<file path="config.mk">
export PLATFORM = sky130hd
export DESIGN_NAME = ps2_scancode_to_ascii_fifo
export DESIGN_NICKNAME = d
export VERILOG_FILES = /design/src/rtl/ps2kb_pkg.sv /design/src/rtl/ps2kb_ram.sv /design/src/rtl/ps2_scancode_to_ascii_fifo.sv
export SDC_FILE = /design/constraint.sdc
export NUM_CORES = 1
export LEC_CHECK = 0
export ABC_AREA = 1
export BUFFER_PORTS_ARGS = -buffer_cell sky130_fd_sc_hd__buf_2
export CAP_MARGIN = 15
export CORE_MARGIN = 1.5
export CORE_UTILIZATION = 30
export CTS_CLUSTER_SIZE = 8
export DETAILED_ROUTE_END_ITERATION = 6
export GPL_TIMING_DRIVEN = 0
export PLACE_DENSITY = 0.45
export SLEW_MARGIN = 20
export SYNTH_ARGS = -nofsm -noshare
export SYNTH_HDL_FRONTEND = slang
export SYNTH_SLANG_ARGS = --single-unit
</file>
<file path="constraint.sdc">
create_clock -name clk_i -period 3.55 [get_ports clk_i]
set_input_delay 0.5325 -clock clk_i [delete_from_list [all_inputs] [get_ports clk_i]]
set_output_delay 0.5325 -clock clk_i [all_outputs]
set_load 0.02 [all_outputs]
</file>
<file path="src/rtl/ps2kb_pkg.sv">
// Package for the PS/2 set-1 scancode decoder with character ring.
// Holds item types, ring sizing, scancode constants and the key map.
// No dependencies.
package ps2kb_pkg;

  localparam int RingSlots = 10;
  localparam int PtrW      = $clog2(RingSlots);

  typedef logic [PtrW-1:0] ptr_t;

  localparam logic OpScan = 1'b0;
  localparam logic OpRead = 1'b1;

  localparam logic [7:0] ScShiftLMake  = 8'h2a;
  localparam logic [7:0] ScShiftRMake  = 8'h36;
  localparam logic [7:0] ScShiftLBreak = 8'haa;
  localparam logic [7:0] ScShiftRBreak = 8'hb6;
  localparam logic [7:0] ScCapsMake    = 8'h3a;
  localparam logic [7:0] ScCapsBreak   = 8'hba;
  localparam logic [7:0] ScAltMake     = 8'h38;
  localparam logic [7:0] ScAltBreak    = 8'hb8;
  localparam logic [7:0] ScCtrlMake    = 8'h1d;
  localparam logic [7:0] ScCtrlBreak   = 8'h9d;
  localparam logic [7:0] ScLastMapped  = 8'h39;
  localparam logic [7:0] AsciiLowerC   = 8'h63;

  localparam int ModShift = 0;
  localparam int ModCaps  = 1;
  localparam int ModAlt   = 2;
  localparam int ModCtrl  = 3;

  typedef struct packed {
    logic       opcode;
    logic [7:0] scan_byte;
  } in_t;

  typedef struct packed {
    logic [7:0] read_char;
    logic       read_valid;
    logic       terminate_request;
    logic       wake_readers;
    logic [3:0] modifier_flags;
  } out_t;

  function automatic ptr_t ring_next(ptr_t p);
    ptr_t n;
    n = (p == PtrW'(RingSlots - 1)) ? '0 : p + 1'b1;
    return n;
  endfunction

  // Returns {shifted, plain} character for a code up to ScLastMapped.
  function automatic logic [15:0] key_map(logic [7:0] code);
    logic [15:0] m;
    case (code)
      8'h02: m = 16'h2131;
      8'h03: m = 16'h4032;
      8'h04: m = 16'h2333;
      8'h05: m = 16'h2434;
      8'h06: m = 16'h2535;
      8'h07: m = 16'h5e36;
      8'h08: m = 16'h2637;
      8'h09: m = 16'h2a38;
      8'h0a: m = 16'h2839;
      8'h0b: m = 16'h2930;
      8'h0c: m = 16'h5f2d;
      8'h0d: m = 16'h2b3d;
      8'h0e: m = 16'h0808;
      8'h0f: m = 16'h0909;
      8'h10: m = 16'h5171;
      8'h11: m = 16'h5777;
      8'h12: m = 16'h4565;
      8'h13: m = 16'h5272;
      8'h14: m = 16'h5474;
      8'h15: m = 16'h5979;
      8'h16: m = 16'h5575;
      8'h17: m = 16'h4969;
      8'h18: m = 16'h4f6f;
      8'h19: m = 16'h5070;
      8'h1a: m = 16'h7b5b;
      8'h1b: m = 16'h7d5d;
      8'h1c: m = 16'h0a0a;
      8'h1e: m = 16'h4161;
      8'h1f: m = 16'h5373;
      8'h20: m = 16'h4464;
      8'h21: m = 16'h4666;
      8'h22: m = 16'h4767;
      8'h23: m = 16'h4868;
      8'h24: m = 16'h4a6a;
      8'h25: m = 16'h4b6b;
      8'h26: m = 16'h4c6c;
      8'h27: m = 16'h3a3b;
      8'h28: m = 16'h2227;
      8'h29: m = 16'h7e60;
      8'h2b: m = 16'h7c5c;
      8'h2c: m = 16'h5a7a;
      8'h2d: m = 16'h5878;
      8'h2e: m = 16'h4363;
      8'h2f: m = 16'h5676;
      8'h30: m = 16'h4262;
      8'h31: m = 16'h4e6e;
      8'h32: m = 16'h4d6d;
      8'h33: m = 16'h3c2c;
      8'h34: m = 16'h3e2e;
      8'h35: m = 16'h3f2f;
      default: m = 16'h2020;
    endcase
    return m;
  endfunction

endpackage

</file>
<file path="src/rtl/ps2kb_ram.sv">
// Generic single-write, single-read RAM with registered read data.
// No dependencies.
module ps2kb_ram #(
  parameter int Width = 8,
  parameter int Depth = 16
) (
  input  logic                     clk_i,
  input  logic                     we_i,
  input  logic [$clog2(Depth)-1:0] waddr_i,
  input  logic [Width-1:0]         wdata_i,
  input  logic [$clog2(Depth)-1:0] raddr_i,
  output logic [Width-1:0]         rdata_o
);

  logic [Width-1:0] mem_q [Depth];

  always_ff @(posedge clk_i) begin
    if (we_i) begin
      mem_q[waddr_i] <= wdata_i;
    end
    rdata_o <= mem_q[raddr_i];
  end

endmodule

</file>
<file path="src/rtl/ps2_scancode_to_ascii_fifo.sv">
// Top level: set-1 scancode decoder feeding a character ring held in RAM.
// Depends on ps2kb_pkg and ps2kb_ram.
// The done_o strobe comes in the cycle after accept, for both opcodes.
// Throughput: one item per cycle; busy stays low, the ring read port is
// addressed by the read pointer so read data is ready in the strobe cycle.
// Reset clears pointers, held modifier flags and the strobe; the ring RAM
// is not cleared, entries are read only after written. No stall on output.
module ps2_scancode_to_ascii_fifo (
  input  logic             clk_i,
  input  logic             rst_ni,
  input  logic             start,
  output logic             busy,
  input  ps2kb_pkg::in_t   item_i,
  output logic             done_o,
  output ps2kb_pkg::out_t  result_o
);
  import ps2kb_pkg::*;

  ptr_t       wr_ptr_q, wr_ptr_d;
  ptr_t       rd_ptr_q, rd_ptr_d;
  logic [3:0] mod_q, mod_d;
  logic       done_q;
  logic       rvalid_q, term_q, wake_q;

  logic        accept;
  logic        empty;
  logic        push;
  logic        pop;
  logic        term;
  logic [15:0] pair;
  logic [7:0]  push_char;
  logic [7:0]  ram_rdata;

  assign busy   = 1'b0;
  assign accept = start & ~busy;
  assign empty  = (wr_ptr_q == rd_ptr_q);
  assign pair   = key_map(item_i.scan_byte);
  assign push_char = (mod_q[ModShift] | mod_q[ModCaps]) ? pair[15:8] : pair[7:0];

  always_comb begin
    wr_ptr_d = wr_ptr_q;
    rd_ptr_d = rd_ptr_q;
    mod_d    = mod_q;
    push     = 1'b0;
    pop      = 1'b0;
    term     = 1'b0;
    if (accept) begin
      if (item_i.opcode == OpRead) begin
        if (!empty) begin
          pop      = 1'b1;
          rd_ptr_d = ring_next(rd_ptr_q);
        end
      end else begin
        case (item_i.scan_byte)
          ScShiftLMake, ScShiftRMake:   mod_d[ModShift] = 1'b1;
          ScShiftLBreak, ScShiftRBreak: mod_d[ModShift] = 1'b0;
          ScCapsMake:                   mod_d[ModCaps]  = 1'b1;
          ScCapsBreak:                  mod_d[ModCaps]  = 1'b0;
          ScAltMake:                    mod_d[ModAlt]   = 1'b1;
          ScAltBreak:                   mod_d[ModAlt]   = 1'b0;
          ScCtrlMake:                   mod_d[ModCtrl]  = 1'b1;
          ScCtrlBreak:                  mod_d[ModCtrl]  = 1'b0;
          default: begin
            if (item_i.scan_byte <= ScLastMapped) begin
              if (mod_q[ModCtrl] && pair[7:0] == AsciiLowerC) begin
                term = 1'b1;
              end else begin
                push     = 1'b1;
                wr_ptr_d = ring_next(wr_ptr_q);
                if (ring_next(wr_ptr_q) == rd_ptr_q) begin
                  rd_ptr_d = ring_next(rd_ptr_q);
                end
              end
            end
          end
        endcase
      end
    end
  end

  ps2kb_ram #(
    .Width(8),
    .Depth(RingSlots)
  ) u_ring (
    .clk_i   (clk_i),
    .we_i    (push),
    .waddr_i (wr_ptr_q),
    .wdata_i (push_char),
    .raddr_i (rd_ptr_q),
    .rdata_o (ram_rdata)
  );

  always_ff @(posedge clk_i or negedge rst_ni) begin
    if (!rst_ni) begin
      wr_ptr_q <= '0;
      rd_ptr_q <= '0;
      mod_q    <= '0;
      done_q   <= 1'b0;
    end else begin
      wr_ptr_q <= wr_ptr_d;
      rd_ptr_q <= rd_ptr_d;
      mod_q    <= mod_d;
      done_q   <= accept;
    end
  end

  always_ff @(posedge clk_i) begin
    rvalid_q <= pop;
    term_q   <= term;
    wake_q   <= accept & (item_i.opcode == OpScan);
  end

  assign done_o                     = done_q;
  assign result_o.read_char         = rvalid_q ? ram_rdata : 8'h00;
  assign result_o.read_valid        = rvalid_q;
  assign result_o.terminate_request = term_q;
  assign result_o.wake_readers      = wake_q;
  assign result_o.modifier_flags    = mod_q;

  a_done_follows_accept: assert property (@(posedge clk_i) disable iff (!rst_ni)
    accept |=> done_o)
    else $error("accepted item gave no strobe");

  a_no_spurious_done: assert property (@(posedge clk_i) disable iff (!rst_ni)
    !accept |=> !done_o)
    else $error("strobe without accepted item");

  a_ptr_range: assert property (@(posedge clk_i) disable iff (!rst_ni)
    (wr_ptr_q <= PtrW'(RingSlots - 1)) && (rd_ptr_q <= PtrW'(RingSlots - 1)))
    else $error("ring pointer out of range");

  a_push_not_empty: assert property (@(posedge clk_i) disable iff (!rst_ni)
    push |=> (wr_ptr_q != rd_ptr_q))
    else $error("ring empty after push");

  a_read_exclusive: assert property (@(posedge clk_i) disable iff (!rst_ni)
    done_o |-> !(result_o.read_valid && (result_o.terminate_request ||
                                         result_o.wake_readers)))
    else $error("read result mixed with scancode flags");

endmodule
</file>
# Word level (Yosys, flattened, before mapping)
# Memories as Yosys holds them, arrays and structs flattened. A register that Yosys moved wholly into a read port is not among the register bits.
# Index checks and enable logic that the tools add are counted.
[op_classes]
magnitude_cmp = 1
addsub = 2
n_eq_ne = 18
n_bitwise = 7
reduce_logical = 19
n_mux = 24
[op_table]
columns = ["cell", "n"]
rows = [
  ["8-bit equality test (second input constant)", 5],
  ["8-bit by 6-bit equality test with 1-bit output (second input constant)", 4],
  ["4-bit 2-to-1 mux", 8],
  ["16-bit 2-to-1 mux", 1],
  ["8-bit 2-to-1 mux", 2],
  ["13-bit OR reduction", 1],
  ["3-bit AND reduction", 4],
  ["2-bit nonzero test", 6],
  ["10-bit OR reduction", 1],
  ["1-bit 2-to-1 mux", 9],
  ["4-bit by 1-bit adder with 4-bit output (second input constant)", 2],
  ["4-bit equality test", 2],
  ["4-bit equality test (second input constant)", 2],
  ["8-bit by 5-bit equality test with 1-bit output (second input constant)", 1],
  ["8-bit by 7-bit equality test with 1-bit output (second input constant)", 1],
  ["8-bit by 6-bit <= comparator with 1-bit output (second input constant)", 1],
  ["1-bit case mux with 2 select lines", 4],
  ["6-bit AND reduction", 1],
  ["1-bit inverter", 5],
  ["5-bit AND reduction", 1],
  ["2-bit != test (second input constant)", 2],
  ["2-bit OR reduction", 2],
  ["2-bit zero test", 1],
  ["2-bit by 1-bit != test with 1-bit output (second input constant)", 1],
  ["4 further kinds", 4],
]
[totals]
ramBits = 80
romBits = 896
output_inout_bits = 17
register_bits = 16
input_bits = 12
memories = 2
wordCells = 83
[memory_table]
columns = ["memory", "words", "width", "read_ports", "rd_ports_with_merged_regs", "write_ports", "line", "text"]
rows = [
  ["(no name shown)", 64, 14, 1, 0, 0, "ps2kb_pkg.sv:54", "case (code)"],
  ["u_ring.mem_q", 10, 8, 1, 1, 1, "ps2kb_ram.sv:15", "logic [Width-1:0] mem_q [Depth];"],
]

# Depth between registers and ports, before layout
# Gate-level depths: netlist of the first run.
[logic_depth]
depth_word = 11
ltp_mapped = 18

# By module
# Synthesis of the first run repeated with hierarchy kept, for this count alone.
[hier_totals]
cells_unflattened = 714
hier_area_um2 = 5828.1
[by_module_without_submodules]
columns = ["mod", "area_each_um2", "seq_area_each_um2", "cells_per_inst", "n_inst"]
rows = [
  ["ps2kb_ram", 3663.5, 2562.5, 335, 1],
  ["ps2_scancode_to_ascii_fifo", 2164.6, 385.4, 379, 1],
]

# Worst setup path before layout of the first run
# No wires, ideal clock.
[synth_timing]
path_type = "input to register"
start = "input port item_i[0] in the netlist's numbering"
end = "memory u_ring.mem_q[8][0] (enable)"
path_buffers = 1
arrival_time_ns = 2.370
slack_ns = 0.820
stages = 13
path_cell_list = "inv_1 -> ha_1 -> or2_2 -> nand2_1 -> nand2_1 -> nand2_1 -> nand2_1 -> a21oi_1 -> nor2_1 -> nand2_2 -> nand2_2 -> buf_6 -> nor3b_2"
[synth_between]
elab_chain_len = 11
[synth_lines]
columns = ["item", "line", "text"]
rows = [
  ["start: declaration", "ps2_scancode_to_ascii_fifo.sv:13", "input ps2kb_pkg::in_t item_i,"],
  ["memory read 64 x 14 bit", "-", ""],
  ["16-bit 2-to-1 mux", "ps2kb_pkg.sv:54", ""],
  ["8-bit by 7-bit equality test with 1-bit output", "ps2_scancode_to_ascii_fifo.sv:65", "if (mod_q[ModCtrl] && pair[7:0] == AsciiLowerC) begin"],
  ["1-bit logical AND", "ps2_scancode_to_ascii_fifo.sv:65", ""],
  ["1-bit 2-to-1 mux", "ps2_scancode_to_ascii_fifo.sv:65", ""],
  ["1-bit 2-to-1 mux", "ps2_scancode_to_ascii_fifo.sv:64", "if (item_i.scan_byte <= ScLastMapped) begin"],
  ["1-bit 2-to-1 mux *", "ps2_scancode_to_ascii_fifo.sv:54", "case (item_i.scan_byte)"],
  ["1-bit 2-to-1 mux *", "ps2_scancode_to_ascii_fifo.sv:48", "if (item_i.opcode == OpRead) begin"],
  ["1-bit 2-to-1 mux *", "ps2_scancode_to_ascii_fifo.sv:47", "if (accept) begin"],
  ["1-bit 2-to-1 mux *", "ps2kb_ram.sv:18", "if (we_i) begin"],
  ["1-bit 2-to-1 mux (implied by the code) *", "ps2kb_ram.sv:19", "mem_q[waddr_i] <= wdata_i;"],
  ["end: declaration", "ps2kb_ram.sv:15", ""],
]
# Mark *: on every way between the ends. The rest lies on a longest branch, timed or not.

# Worst setup path in the final report of the first run
[layout_timing]
start = "input port item_i[0] in the netlist's numbering"
end = "memory u_ring.mem_q[5][0] (enable)"
# Same word-level chain as after synthesis.

==> results.cfg, run 1 <==
[run_status]
status = finished, final reports clean

[floorplan]
die_h_um = 131.2
die-area_um2 = 17210
start_util_pct = 30.92
die_w_um = 131.2
rows = 46
pin_count = 29
coreArea_um2 = 15940

[grt]
grt_overflow = 0
grt_pass1_wl_um = 22400
grt_max_degree = 18
grt_antenna_before_repair = 0
first_global_vias = 4057
groute.usage.overall_pct = 16.78

[clock_network]
clk_path_buf_depth = 2
postCtsSetupBuffers = 0
cts-root-buf = clkbuf_16
cts.htree.levels = 3
cts_buffers = 9
worstSkewPairLatency_ns = 0.34
cts.clk_slew.worst_paths_ns = 0.06
hold_buffers = 0
cts.repair.resized = 0
cts_tree = yes
clock_sinks = 93

[sta]
post-route-period-util_pct = 89.83
max_slew_margin_pct = 36.08
drv_slew = 0
final_hold_viol_count = 0
setup_violations = 0
timing.fmax_mhz = 313.6
worst_pin_slew_ns = 0.9588
rsz0062_at_grt = no
skew_ns = 0.008088
period_minus_slack_ns = 3.189

[layout]
final_common_cell = nand2_1
antenna_cells = 0
layout-drive-gt1-share_pct = 12.77
syn_to_final_growth_pct = 14.34
fin_util_pct = 35.36
fin_nets = 626
fin_cells = 827
final_cell_mix = 147 x nand2_1, 70 x edfxtp_1, 67 x nor2_1

[drt]
detail-route-antenna-nets = 0
firstDrtPassIters = 4
drt_iter0_markers = 285
post-route-drc-count = 0
wl_per_cell_um = 16.98
drt-total-wl_um = 14040
vias_per_cell = 5.012
vias = 4145

[place]
gp_congestion = 0.9164
place_hpwl_um = 10290
port-buffer-count = 25
dp_cells = 811

[yosys]
synth_cell_types = 40
netlist_area_um2 = 4930
synthCells = 569
ys_seq_area_share_pct = 53.30
synth.ff_latch_count = 93
yosysWarnings = 0
syn_area_per_cell_um2 = 8.664
synth_top_area_share_pct = 42.64
synth_top_cell_by_area = edfxtp_1
synth_area_leaders = edfxtp_1 43%, nand2_1 11%, dfrtp_1 6.6%, o21ai_0 5.6%, nor2_1 5.1%

[power_and_ir_drop]
p_per_area_nw_per_um2 = 608.3
ir_worst_vdd_mv = 0.3123
power_leakage_nw = 2.303

[setup_path]
path_max_fanout = 10
cp-end-kind = flip-flop
worstSetupPathType = input pin to flip-flop
critPathLaunchType = input pin
crit_arrival_ns = 3.16
required_ns = 3.52

[worst_hold_path]
hold_path.class = input pin to async pin

[flow_run]
max-cap-violations = 0
[Yosys cell counts]
cell type	n
nor4_1	1
a21oi_2	1
nor2_2	2
o41ai_1	1
clkinv_1	1
buf_2	7
o21ai_1	2
a32o_1	1
o21a_1	3
xnor2_1	1
a21oi_1	18
o311ai_0	2
clkbuf_1	11
inv_2	6
dfrtp_1	13
nor3_2	3
xor2_1	6
conb_1	1
buf_6	2
nand3_1	44
o21bai_1	1
o2111ai_1	4
o21ai_0	55
o31ai_1	2
nor2_4	1
ha_1	8
a41oi_1	1
nor3b_2	1
buf_4	7
o22ai_1	6
nand2_1	147
or2_2	2
a221oi_1	10
nor2_1	67
nand4_1	4
dfxtp_1	10
edfxtp_1	70
inv_1	40
nor3_1	2
nand2_2	5
[metal layers]
metal  track usage (%)  vias to the layer above  wire length (um)  share of wire [%]
met5                 0                        -                 0                  0
met4             6.367                        0               386                2.7
met3             2.971                       26               705                5.0
met2             27.45                      143              6603                 47
met1             22.15                     1971              6346                 45
li1                  -                     2005                 -                  -
[path summary, 6_finish.rpt]
path	startpoint	endpoint	slack, ns	cells after the start
max	item_i[0]	u_ring.mem_q[5][0]	0.36	14
min	rst_ni	rd_ptr_q[2]	0.08	1
max reg2reg	rd_ptr_q[1]	u_ring.rdata_o[1]	1.24	7
min reg2reg	mod_q[2]	mod_q[2]	0.52	1
max in group asynchronous	rst_ni	mod_q[1]	3.23	1
min in group clk_i	start	done_o	0.32	1
[worst max-delay path, cell delays in order]
cell and delay, ns:
buf_2 0.19, inv_1 0.17, ha_1 0.40, or2_2 0.33, nand2_1 0.10, nand2_1 0.06, nand2_1 0.07, nand2_1 0.06
a21oi_1 0.18, nor2_1 0.07, nand2_2 0.12, nand2_2 0.10, buf_6 0.16, nor3_2 0.59
[cell families after synthesis]
| group | Yosys count | synth area share (%) |
|---|---|---|
| DFF | 93 | 53.30 |
| AOI/OAI and AO/OA | 107 | 12.87 |
| xor gates and xnor gates | 7 | 1.244 |
| other | 1 | 0.07607 |
| adders and majority gates | 8 | 2.031 |
| and+or+nand+nor | 279 | 23.83 |
| buffers and inverters | 74 | 6.649 |
[flip-flops by register name (all words and copies together), names as in the netlist]
signal,cells
u_ring.mem_q,70
wake_q,1
done_o,1
rd_ptr_q,4
term_q,1
u_ring.rdata_o,7
rvalid_q,1
mod_q,4
wr_ptr_q,4
[layout make-up]
| type | instances | area (um^2) |
|---|---|---|
| fillers | 1690 | 10310 |
| clock buffers | 10 | 229.0 |
| flip-flops and latches | 93 | 2628 |
| well taps | 216 | 270.3 |
| plain buffers | 27 | 151.4 |
| multi-input cells | 403 | 1983 |
| inverters | 47 | 176.4 |
| repair buffers | 25 | 125.1 |
| clock inverters | 6 | 73.82 |
[per-stage QoR]
| step | setup WS (ns) | hold WS (ns) | power, W | cell area, um^2 | TNS [ns] |
|---|---|---|---|---|---|
| floorplan | 0.8200 | 0.2369 | 0.002102 | 4933 | 0 |
| global placement | 0.01097 | 0.4505 | 0.002484 | 5329 | 0 |
| detailed placement | -0.02181 | 0.4552 | 0.002470 | 5334 | -0.1489 |
| CTS | 0.3366 | 0.08686 | 0.003451 | 5637 | 0 |
| global route | 0.1297 | 0.09437 | 0.003651 | 5637 | 0 |
| finish | 0.3610 | 0.08095 | 0.003429 | 5637 | 0 |
[where the power goes]
part	switching [W]	total [W]	internal, W
Combinational	0.000766	0.00109	0.000328
Sequential	0.0000737	0.00135	0.00128
Clock	0.000428	0.000982	0.000554
Total	0.00127	0.00343	0.00216
(Power assumes the default switching activity.)
==> inputs of run 2 (changes only) <==
--- a/config.mk
+++ b/config.mk
@@ -8,12 +8,14 @@
 export ABC_AREA = 1
 export BUFFER_PORTS_ARGS = -buffer_cell sky130_fd_sc_hd__buf_2
 export CAP_MARGIN = 15
+export CELL_PAD_IN_SITES_DETAIL_PLACEMENT = 1
+export CELL_PAD_IN_SITES_GLOBAL_PLACEMENT = 2
 export CORE_MARGIN = 1.5
 export CORE_UTILIZATION = 30
 export CTS_CLUSTER_SIZE = 8
 export DETAILED_ROUTE_END_ITERATION = 6
 export GPL_TIMING_DRIVEN = 0
-export PLACE_DENSITY = 0.45
+export PLACE_DENSITY = 0.65
 export SLEW_MARGIN = 20
 export SYNTH_ARGS = -nofsm -noshare
 export SYNTH_HDL_FRONTEND = slang
==> run 2 against run 1 <==
  * Register-to-register slack got worse by 0.11 ns
  * Global-route usage rose by 1.6 points
  * Via count fell by 1.2%
  * Routed wire length rose by 8.4%
  * Design area fell by 0.13%
  * Worst hold slack improved by 0.014 ns
  * Die area did not move
  * Clock skew fell by 0.0014 ns
  * Combinational power barely moved
  * Flip-flop and latch count did not move
  * Sequential power barely moved
  * Fmax fell by 2.6%
  * Critical endpoint is now u_ring.mem_q[7][4]
  * Largest cell class unchanged
  * Highest routed layer unchanged
==> results.cfg, run 2 (synthesis gave the netlist of run 1 again) <==
[run_status]
status = finished, final reports clean

[clock_network]
cts_buffers = 9
clk_path_buf_depth = 2
cts.repair.resized = 0
cts_tree = yes
worstSkewPairLatency_ns = 0.34
cts.clk_slew.worst_paths_ns = 0.07
postCtsSetupBuffers = 0
cts-root-buf = clkbuf_16
clock_sinks = 93
cts.htree.levels = 3
hold_buffers = 0

[sta]
post-route-period-util_pct = 92.22
period_minus_slack_ns = 3.274
skew_ns = 0.006664
max_slew_margin_pct = 43.85
worst_pin_slew_ns = 0.8391
setup_violations = 0
tns_ns = 0
setup_ws_ns = 0.2761
timing.fmax_mhz = 305.4
final_hold_viol_count = 0
drv_slew = 0
rsz0062_at_grt = yes

[power_and_ir_drop]
power_leakage_nw = 2.300
p_per_area_nw_per_um2 = 606.2
ir_worst_vdd_mv = 0.2402

[layout]
antenna_cells = 0
syn_to_final_growth_pct = 14.19
reg.largest.list = u_ring.mem_q x70, u_ring.rdata_o x7
fin_nets = 626
final_cell_mix = 147 x nand2_1, 70 x edfxtp_1, 67 x nor2_1
regMostFlops = u_ring.mem_q
final_common_cell = nand2_1
design_area_um2 = 5629
fin_util_pct = 35.31
layout-drive-gt1-share_pct = 12.77
largest_reg_flops = 70
fin_cells = 827

[drt]
detail-route-antenna-nets = 0
wl_per_cell_um = 18.41
vias_per_cell = 4.953
firstDrtPassIters = 4
post-route-drc-count = 0
drt-total-wl_um = 15220
drt_iter0_markers = 273
vias = 4096

[setup_path]
cpPeakStageDelay_ns = 0.58
worstSetupPathType = input pin to flip-flop
r2r_start = rd_ptr_q[1]
startpoint = item_i[0]
crit_top_cell = nand2_1
required_ns = 3.52
r2r_setup_slack_ns = 1.13
crit_arrival_ns = 3.24
critical_path_buf_inv_count = 4
slowest_stage = nor2_1
path_max_fanout = 10
critPathLaunchType = input pin
cp-end-kind = flip-flop
crit_family = simple AND/OR/NAND/NOR gates
crit_chain = buf_2, inv_1, ha_1, inv_1, a21oi_1, nand2_1, nand2_1, nand2_1, nand2_1, nand2_1, nand2_1, nor2_1, nand2_2, nand2_2, buf_6, nor2_1

[grt]
grt_max_degree = 18
groute.usage.overall_pct = 18.43
grt_pass1_wl_um = 24560
grt_antenna_before_repair = 0
first_global_vias = 4387
grt_overflow = 0

[place]
dp_cells = 811
gp_congestion = 0.8613
place_hpwl_um = 11840
dp_slack_ns = -0.05955
post_dp_cell_area_um2 = 5334
port-buffer-count = 25

[flow_run]
max-cap-violations = 0

[floorplan]
die_h_um = 131.2
start_util_pct = 30.92
coreArea_um2 = 15940
die-area_um2 = 17210
pin_count = 29
die_w_um = 131.2
rows = 46

[worst_hold_path]
hold_path.class = input pin to async pin
[run 2: per-stage QoR]
step | hold slack (ns) | power (W)
final | 0.09463 | 0.003412
after global routing | 0.1187 | 0.003635
after CTS | 0.09784 | 0.003443
after detailed placement | 0.4618 | 0.002503
after global placement | 0.4561 | 0.002492
after floorplan | 0.2369 | 0.002102
[run 2: power by group]
part	switching [W]	internal [W]	leakage, nW	total, W
clock	0.000425	0.000524	0.138	0.000949
combinational	0.000778	0.000328	1.28	0.00111
sequential	0.0000780	0.00128	0.885	0.00136
[run 2: final timing paths]
path / endpoint / cells past startpoint
worst max-delay path: u_ring.mem_q[7][4] / 16
worst min-delay path: wr_ptr_q[1] / 1
worst max register to register: u_ring.rdata_o[1] / 7
worst min register to register: mod_q[2] / 1
max in group asynchronous: rd_ptr_q[1] / 1
min in group clk_i: done_o / 1
[run 2: area by class of cell]
| type | count | area, um^2 |
|---|---|---|
| plain buffers | 27 | 151.4 |
| well taps | 216 | 270.3 |
| clock buffers | 11 | 254.0 |
| flip-flops and latches | 93 | 2628 |
| repair buffers | 25 | 125.1 |
| clock inverters | 5 | 41.29 |
| multi-input cells | 403 | 1983 |
| fillers | 1925 | 10310 |
| inverters | 47 | 176.4 |
[run 2: layer usage]
metal	vias to the layer above	wire, um	track usage, %	share of wire (%)
li1	2001	-	-	-
met1	2010	7537	26.26	50
met4	0	136	3.496	0.89
met2	76	6966	29.63	46
met3	9	580	3.048	3.8
met5	-	0	0	0
